==> src/hdl/assert_macros.svh <==
// assertion macros shared by the srfd modules
// expects clk and arst_n in the scope of the module that uses them
`ifndef ASSERT_MACROS_SVH
`define ASSERT_MACROS_SVH

// property checked at every clock edge outside reset
`define SRFD_ASSERT(lbl, prop, msg) \
	lbl: assert property (@(posedge clk) disable iff (!arst_n) (prop)) else $error(msg);

// consequent checked in the cycle after the antecedent
`define SRFD_ASSERT_NEXT(lbl, ante, cons, msg) \
	lbl: assert property (@(posedge clk) disable iff (!arst_n) (ante) |=> (cons)) \
		else $error(msg);

`endif

==> src/hdl/srfd_pkg.sv <==
// types and constants of the subpicture run-length field decoder
// no dependencies
`default_nettype none

package srfd_pkg;

	localparam int MAX_WIDTH_DEF   = 4096;
	localparam int QUEUE_DEPTH_DEF = 4;

	localparam int LINE_WIDTH_W = 13;
	localparam int HEIGHT_W     = 13;
	localparam int MAP_W        = 16;
	localparam int ROW_W        = 12;
	localparam int COLUMN_W     = 12;
	localparam int RUN_LEN_W    = 13;
	localparam int CFG_INDEX_W  = 3;
	localparam int CFG_DATA_W   = 16;

	localparam logic [LINE_WIDTH_W-1:0] LINE_WIDTH_RESET   = 13'd720;
	localparam logic [HEIGHT_W-1:0]     IMAGE_HEIGHT_RESET = 13'd576;

	// code length thresholds and fill limit
	localparam logic [15:0] CODE_MIN_1 = 16'h0004;
	localparam logic [15:0] CODE_MIN_2 = 16'h0010;
	localparam logic [15:0] CODE_MIN_3 = 16'h0040;
	localparam logic [15:0] FILL_LIMIT = 16'h0100;

	typedef enum logic [CFG_INDEX_W-1:0] {
		REG_LINE_WIDTH   = 3'd0,
		REG_IMAGE_HEIGHT = 3'd1,
		REG_FIELD_SELECT = 3'd2,
		REG_COLOR_MAP    = 3'd3,
		REG_ALPHA_MAP    = 3'd4
	} cfg_reg_t;

	typedef struct packed {
		logic [LINE_WIDTH_W-1:0] line_width;
		logic [HEIGHT_W-1:0]     image_height;
		logic                    field_select;
		logic [MAP_W-1:0]        color_map;
		logic [MAP_W-1:0]        alpha_map;
	} cfg_t;

	typedef struct packed {
		logic [7:0] data_byte;
		logic       first_byte;
		logic       last_byte;
	} byte_item_t;

	typedef struct packed {
		logic [ROW_W-1:0]     row;
		logic [COLUMN_W-1:0]  column;
		logic [RUN_LEN_W-1:0] run_len;
		logic [3:0]           pixel_color;
		logic [3:0]           pixel_alpha;
		logic                 partial_row;
		logic                 pass_end;
		logic                 last;
	} run_item_t;

	// decoded run waiting for color and alpha lookup
	typedef struct packed {
		logic [ROW_W-1:0]     row;
		logic [COLUMN_W-1:0]  column;
		logic [RUN_LEN_W-1:0] run_len;
		logic [1:0]           code_low;
		logic                 marker;
		logic                 partial_row;
		logic                 pass_end;
		logic                 last;
	} run_rec_t;

	typedef struct packed {
		logic [1:0] count;
		run_rec_t   rec1;
		run_rec_t   rec0;
	} push_t;

endpackage

`default_nettype wire

==> src/hdl/srfd_queue.sv <==
// short run queue between front and back end, two writes and one read a cycle
// depends on srfd_pkg
`default_nettype none
`include "assert_macros.svh"

module srfd_queue #(
	parameter int DEPTH = srfd_pkg::QUEUE_DEPTH_DEF
) (
	input  wire logic              clk,
	input  wire logic              arst_n,
	input  wire srfd_pkg::push_t   push,
	input  wire logic              pop,
	output logic                   room,
	output logic                   not_empty,
	output srfd_pkg::run_rec_t     head
);
	import srfd_pkg::*;

	localparam int PW   = $clog2(DEPTH);
	localparam int CNTW = PW + 1;

	run_rec_t        mem_q [DEPTH];
	logic [PW-1:0]   wr_ptr_q;
	logic [PW-1:0]   rd_ptr_q;
	logic [CNTW-1:0] count_q;

	// two free slots so a two-run byte always fits
	assign room = count_q <= CNTW'(DEPTH - 2);
	assign not_empty = count_q != '0;
	assign head = mem_q[rd_ptr_q];

	always_ff @(posedge clk) begin
		if (push.count != 2'd0) begin
			mem_q[wr_ptr_q] <= push.rec0;
		end
		if (push.count == 2'd2) begin
			mem_q[wr_ptr_q + PW'(1)] <= push.rec1;
		end
	end

	always_ff @(posedge clk or negedge arst_n) begin
		if (!arst_n) begin
			wr_ptr_q <= '0;
			rd_ptr_q <= '0;
			count_q <= '0;
		end else begin
			wr_ptr_q <= wr_ptr_q + PW'(push.count);
			rd_ptr_q <= rd_ptr_q + PW'(pop);
			count_q <= count_q + CNTW'(push.count) - CNTW'(pop);
		end
	end

	`SRFD_ASSERT(a_q_bound, count_q <= CNTW'(DEPTH), "queue count beyond depth")
	`SRFD_ASSERT(a_q_no_underrun, pop |-> (count_q != '0), "pop from empty queue")
	`SRFD_ASSERT_NEXT(a_q_pair_lands, (push.count == 2'd2) && !pop, count_q >= CNTW'(2), "run pair lost in queue")

endmodule

`default_nettype wire

==> config.mk <==
export PLATFORM = sky130hd
export DESIGN_NAME = srfd_queue
export DESIGN_NICKNAME = d
export VERILOG_FILES = /design/src/hdl/srfd_pkg.sv /design/src/hdl/srfd_queue.sv
export VERILOG_INCLUDE_DIRS = /design/src /design/src/hdl
export SDC_FILE = /design/constraint.sdc
export NUM_CORES = 1
export LEC_CHECK = 0
export ABC_CLOCK_PERIOD_IN_PS = 12100
export BUFFER_PORTS_ARGS = -buffer_cell sky130_fd_sc_hd__buf_4
export CORE_ASPECT_RATIO = 1.75
export CORE_MARGIN = 10
export CORE_UTILIZATION = 55
export CTS_BUF_LIST = sky130_fd_sc_hd__clkbuf_2
export DETAILED_ROUTE_END_ITERATION = 8
export GPL_ROUTABILITY_DRIVEN = 0
export GPL_TIMING_DRIVEN = 0
export PLACE_DENSITY = 0.78
export SETUP_SLACK_MARGIN = 0.4
export SYNTH_ARGS = -nofsm -noshare
export SYNTH_HDL_FRONTEND = slang
export SYNTH_SLANG_ARGS = --single-unit
==> constraint.sdc <==
create_clock -name clk -period 12.1 [get_ports clk]
set_input_delay 0 -clock clk [delete_from_list [all_inputs] [get_ports clk]]
set_output_delay 0 -clock clk [all_outputs]
set_load 0.02 [all_outputs]
# After elaboration in Yosys (flattened, before gate mapping)
# Memories as Yosys holds them, arrays and structs flattened.
# Index checks and enable logic that the tools add are counted.
totals:
  register_bits: 7
  mem_bits_rw: 172
  memories: 1
mem_list:
  columns: ["name", "depth", "width", "read_ports", "rd_clocked_by_memory_dff", "wr", "line_no", "rtl"]
  rows:
  - ["mem_q", 4, 43, 1, 0, 2, "srfd_queue.sv:22", "run_rec_t mem_q [DEPTH];"]
classes:
  addsub: 5
  magnitude_cmp: 1
  n_eq_ne: 1
  mux: 4
  reduce_logical: 2
ops:
  columns: ["op", "count"]
  rows:
  - ["two-way mux 1 bit", 4]
  - ["adder 3 x 2 -> 3 bit", 1]
  - ["<= comparator 3 x 2 -> 1 bit (second input constant)", 1]
  - ["nonzero test 3 bit", 1]
  - ["subtractor 3 x 1 -> 3 bit", 1]
  - ["adder 2 x 1 -> 2 bit", 1]
  - ["adder 2 x 1 -> 2 bit (second input constant)", 1]
  - ["adder 2 bit", 1]
  - ["equality test 2 bit (second input constant)", 1]
  - ["nonzero test 2 bit", 1]

# Longest topological paths before layout
depth:
  ltp_word: 3
  mapped_depth: 8
  ltp_nobuf: 8

# Worst setup path after synthesis
# No wires, ideal clock.
synth_path:
  path_type: "flip-flop to flip-flop"
  startpoint: "reg wr_ptr_q[0]"
  endpoint: "mem mem_q[0][0] (netlist bit), enable pin"
  setup_time_ns: 0.503
  t_arrival_ns: 3.689
  t_required_ns: 11.597
  setup_slack_ns: 7.908
  stages_incl_launch_ff: 3
  n_path_buf: 0
  cell_sequence: "dfrtp_1 o21bai_1 o21ai_0"
synth_rtl:
  columns: ["item", "line_no", "rtl"]
  rows:
  - ["start: declaration", "srfd_queue.sv:23", "logic [PW-1:0] wr_ptr_q;"]
  - ["start signal: assignment", "srfd_queue.sv:47", "wr_ptr_q <= wr_ptr_q + PW'(push.count);"]
  - ["end: declaration", "srfd_queue.sv:22", null]

==> run summary <==
- 24 — count of distinct cell types in the synthesized netlist
- 13.78 mm — placed wire-length estimate after detailed placement
- 136 — number of primary I/O pins
- 848 — number of nets in the layout
- 2 — number of antenna violations at the first check in global routing
- 370.5 MHz — Max Freq
- 17 — number of clock buffers inserted by TritonCTS
- primary output — endpoint kind of the worst setup timing path
- 961 — # fillers
- 0 — number of warnings issued by yosys
- 3.911% — proportion of synthesized flip-flops having asynchronous set or reset
- 34.49 mm — global-route wire length before repair
- 0 — final number of hold-violating endpoints
- 55.44% — effective utilization at floorplan
- 10150 µm² — post-placement cell area
- 21.00% — overall routing resource usage
- sky130_fd_sc_hd__edfxtp_1 (59%), sky130_fd_sc_hd__mux2_2 (21%), sky130_fd_sc_hd__mux4_2 (11%), sky130_fd_sc_hd__dfrtp_1 (2.0%), sky130_fd_sc_hd__mux2_4 (1.7%) — top cells by area, synth
- 179 — register bit count reported by yosys
- 454 — Synth Instances
- 0 — number of DRC violations after detailed routing
- 0.27 ns — clock transition time at the flip-flop clock pins of the worst setup and hold paths
- sky130_fd_sc_hd__edfxtp_1 — most frequent cell after synthesis
- 4 — H-tree levels
- 0 ns — Sum Neg Setup Slack
- 61 — Rows
- in -> reg — Hold WC Path Type
- 8760 µm² — Mapped Area
- 2.699 ns — final critical-path required period
- 172 — EDFF count, synth
- 5340 µm² — register area
- 5 — length of the first detailed-routing pass in iterations
- 955 — number of cells in the finished layout apart from fillers
- 2411 µW — total design power
- built — clock tree from TritonCTS
- 34.67% — Synth-to-Final Area Change
- 179 — clock sink count
- 186.9 µm — overall die height
- 0 — antenna-violating nets left
- 3217 µm² — total area of multi-input combinational cells
- 551 — number of nets produced by synthesis
- finished, final reports clean — run status
- sky130_fd_sc_hd__clkbuf_2 — clk root buf
- 248 — starting DRC count in detailed routing
- 0.1410 mV — Max IR drop VDD
- 5.715 — vias per cell
- 2.70 ns — arrival time reported for the critical path endpoint
- 0.05914 ns — worst hold slack after final layout
- 0.05196 ns — largest clock skew in the final design
- 11800 µm² — cell area after layout
- no — unrepaired setup endpoints after global routing
- 0 — post-CTS resize count
- 22.30% — Final period util
- 15800 µm² — core footprint
- 0.004355 µW — Lkg Pwr
- 0 — max-cap check violation count
- 5458 — vias
- sky130_fd_sc_hd__edfxtp_1 — predominant post-synthesis flop cell
- 0.9176 ns — slew at the pin with the worst max-slew slack
- 60.96% — share of synthesized area occupied by flip-flops and latches
- 0 — Final Setup Violations
- 38.60% — Relative slew margins
- 134 — Port Buffer Count
- 0 — max-slew violation count
- 2 — clk buf depth
- 12.10 ns — data required time of the worst path
- 0.77 ns — Worst-Skew Late Latency
- 22.21 mm — routed wire length
- 782 — Post-Place Cells
- 19.29 µm² — average cell area after synthesis
- 204.4 nW/µm² — power per cell area
- sky130_fd_sc_hd__edfxtp_1 (172), sky130_fd_sc_hd__mux2_2 (162), sky130_fd_sc_hd__mux4_2 (43) — list of most frequent post-synthesis cells
- 10 — crit path max fanout
- 26 — maximum number of pins on one net before global-route repair
- 21570 µm² — area of the die
- 58.96% — fraction of post-synthesis cell area in the top cell type by area
- 115.4 µm — horizontal die dimension
- 0 — overflow left after global routing
- 54.84% — share of cells above drive strength 1
- sky130_fd_sc_hd__edfxtp_1 — Yosys top cell by area
- 6347 — via count of the first global-routing pass
- flop — sort of element at the start of the critical path
- 23.26 µm — average wire per standard cell
- reg -> out — worst setup path category
per-layer routing:
metal	wire length (µm)	global-route usage, %	up-vias
li1	-	-	2447
met1	8115	22.82	2789
met2	12510	39.09	188
met3	1145	4.399	34
met4	435	6.170	0
met5	0	0	-
per-stage QoR:
| step | utilization (%) | setup WS, ns |
|---|---|---|
| 2_1_floorplan | - | 7.908 |
| 3_3_place_gp | 63.31 | 4.991 |
| 3_5_place_dp | 64.28 | 9.913 |
| 4_1_cts | 74.63 | 9.337 |
| 5_1_grt | 74.67 | 9.217 |
| 6_report | 74.67 | 9.401 |
state kept, by name, summed over array words and instances (netlist names):
name / flops
mem_q: 172
count_q: 3
rd_ptr_q: 2
wr_ptr_q: 2
final cells by class:
class / count / area share, %
clock buffers: 17 / 0.7213
diodes: 2 / 0.04243
multi-input cells: 238 / 27.27
plain buffers: 30 / 1.814
clock inverters: 15 / 1.358
well taps: 189 / 2.005
flip-flops and latches: 179 / 45.27
inverters: 7 / 0.2227
repair buffers: 278 / 21.30
logic make-up (layout without fill, tap and decap cells):
| logic type | count (synthesis) | count (layout) | synth area share [%] |
|---|---|---|---|
| AO/OA/AOI/OAI | 4 | 4 | 0.2855 |
| XOR/XNOR | 5 | 5 | 0.5000 |
| AND/OR/NAND/NOR | 7 | 7 | 0.8570 |
| multiplexers | 216 | 216 | 33.71 |
| other | 0 | 2 | 0 |
| flip-flops | 179 | 179 | 60.96 |
| buffers and inverters | 37 | 347 | 2.743 |
| adder cells (fa/ha/maj) | 6 | 6 | 0.9427 |
repair_timing:
action | CTS | global route
buffers inserted | 0 | 0
hold buffers | 139 | 0
endpoints found under the hold margin | 186 | 0
cells in the final DEF (no fill, tap or decap):
master,instances
sky130_fd_sc_hd__o21bai_1,1
sky130_fd_sc_hd__o21bai_4,1
sky130_fd_sc_hd__mux2i_1,1
sky130_fd_sc_hd__inv_8,3
sky130_fd_sc_hd__clkbuf_2,17
sky130_fd_sc_hd__diode_2,2
sky130_fd_sc_hd__buf_2,12
sky130_fd_sc_hd__clkinv_2,2
sky130_fd_sc_hd__buf_6,9
sky130_fd_sc_hd__clkinv_4,1
sky130_fd_sc_hd__and4bb_2,1
sky130_fd_sc_hd__inv_6,7
sky130_fd_sc_hd__dfrtp_1,7
sky130_fd_sc_hd__mux2_2,162
sky130_fd_sc_hd__xor2_1,2
sky130_fd_sc_hd__nor2_4,2
sky130_fd_sc_hd__xnor2_1,3
sky130_fd_sc_hd__inv_1,7
sky130_fd_sc_hd__clkbuf_1,4
sky130_fd_sc_hd__fa_1,1
sky130_fd_sc_hd__buf_12,3
sky130_fd_sc_hd__a21oi_1,1
sky130_fd_sc_hd__mux4_2,43
sky130_fd_sc_hd__dlygate4sd3_1,139
sky130_fd_sc_hd__buf_16,2
sky130_fd_sc_hd__or3_1,1
sky130_fd_sc_hd__nand4b_2,1
sky130_fd_sc_hd__buf_4,139
sky130_fd_sc_hd__ha_1,5
sky130_fd_sc_hd__nor4bb_1,1
sky130_fd_sc_hd__bufinv_16,1
sky130_fd_sc_hd__nor4b_4,1
sky130_fd_sc_hd__o21ai_4,1
sky130_fd_sc_hd__clkinv_8,1
sky130_fd_sc_hd__edfxtp_1,172
sky130_fd_sc_hd__mux2_4,10
critical path, stage by stage (launching register included):
cell and delay, ns:
sky130_fd_sc_hd__dfrtp_1 0.38, sky130_fd_sc_hd__clkbuf_1 0.36, sky130_fd_sc_hd__clkbuf_1 0.61, sky130_fd_sc_hd__mux4_2 0.44, sky130_fd_sc_hd__buf_4 0.18
where the power goes:
part | switching, µW | total, µW | internal [µW] | leakage (µW)
Clock | 234 | 319 | 85.7 | 0.000153
Combinational | 592 | 1130 | 535 | 0.00251
Sequential | 47.7 | 966 | 918 | 0.00169
path summary, 6_finish.rpt:
| kind | start | end | slack, ns | cells past startpoint |
|---|---|---|---|---|
| max | rd_ptr_q[1]$_DFF_PN0_ | head[7] | 9.40 | 4 |
| min | pop | rd_ptr_q[0]$_DFF_PN0_ | 0.06 | 3 |
| max reg2reg | wr_ptr_q[0]$_DFF_PN0_ | mem_q[3][0]$_DFFE_PP_ | 9.59 | 5 |
| min reg2reg | count_q[2]$_DFF_PN0_ | count_q[2]$_DFF_PN0_ | 0.52 | 1 |
| max in group asynchronous | arst_n | rd_ptr_q[1]$_DFF_PN0_ | 11.63 | 3 |
| min in group asynchronous | arst_n | rd_ptr_q[0]$_DFF_PN0_ | 0.19 | 3 |
Note: power is estimated with default switching activity, not from simulation.
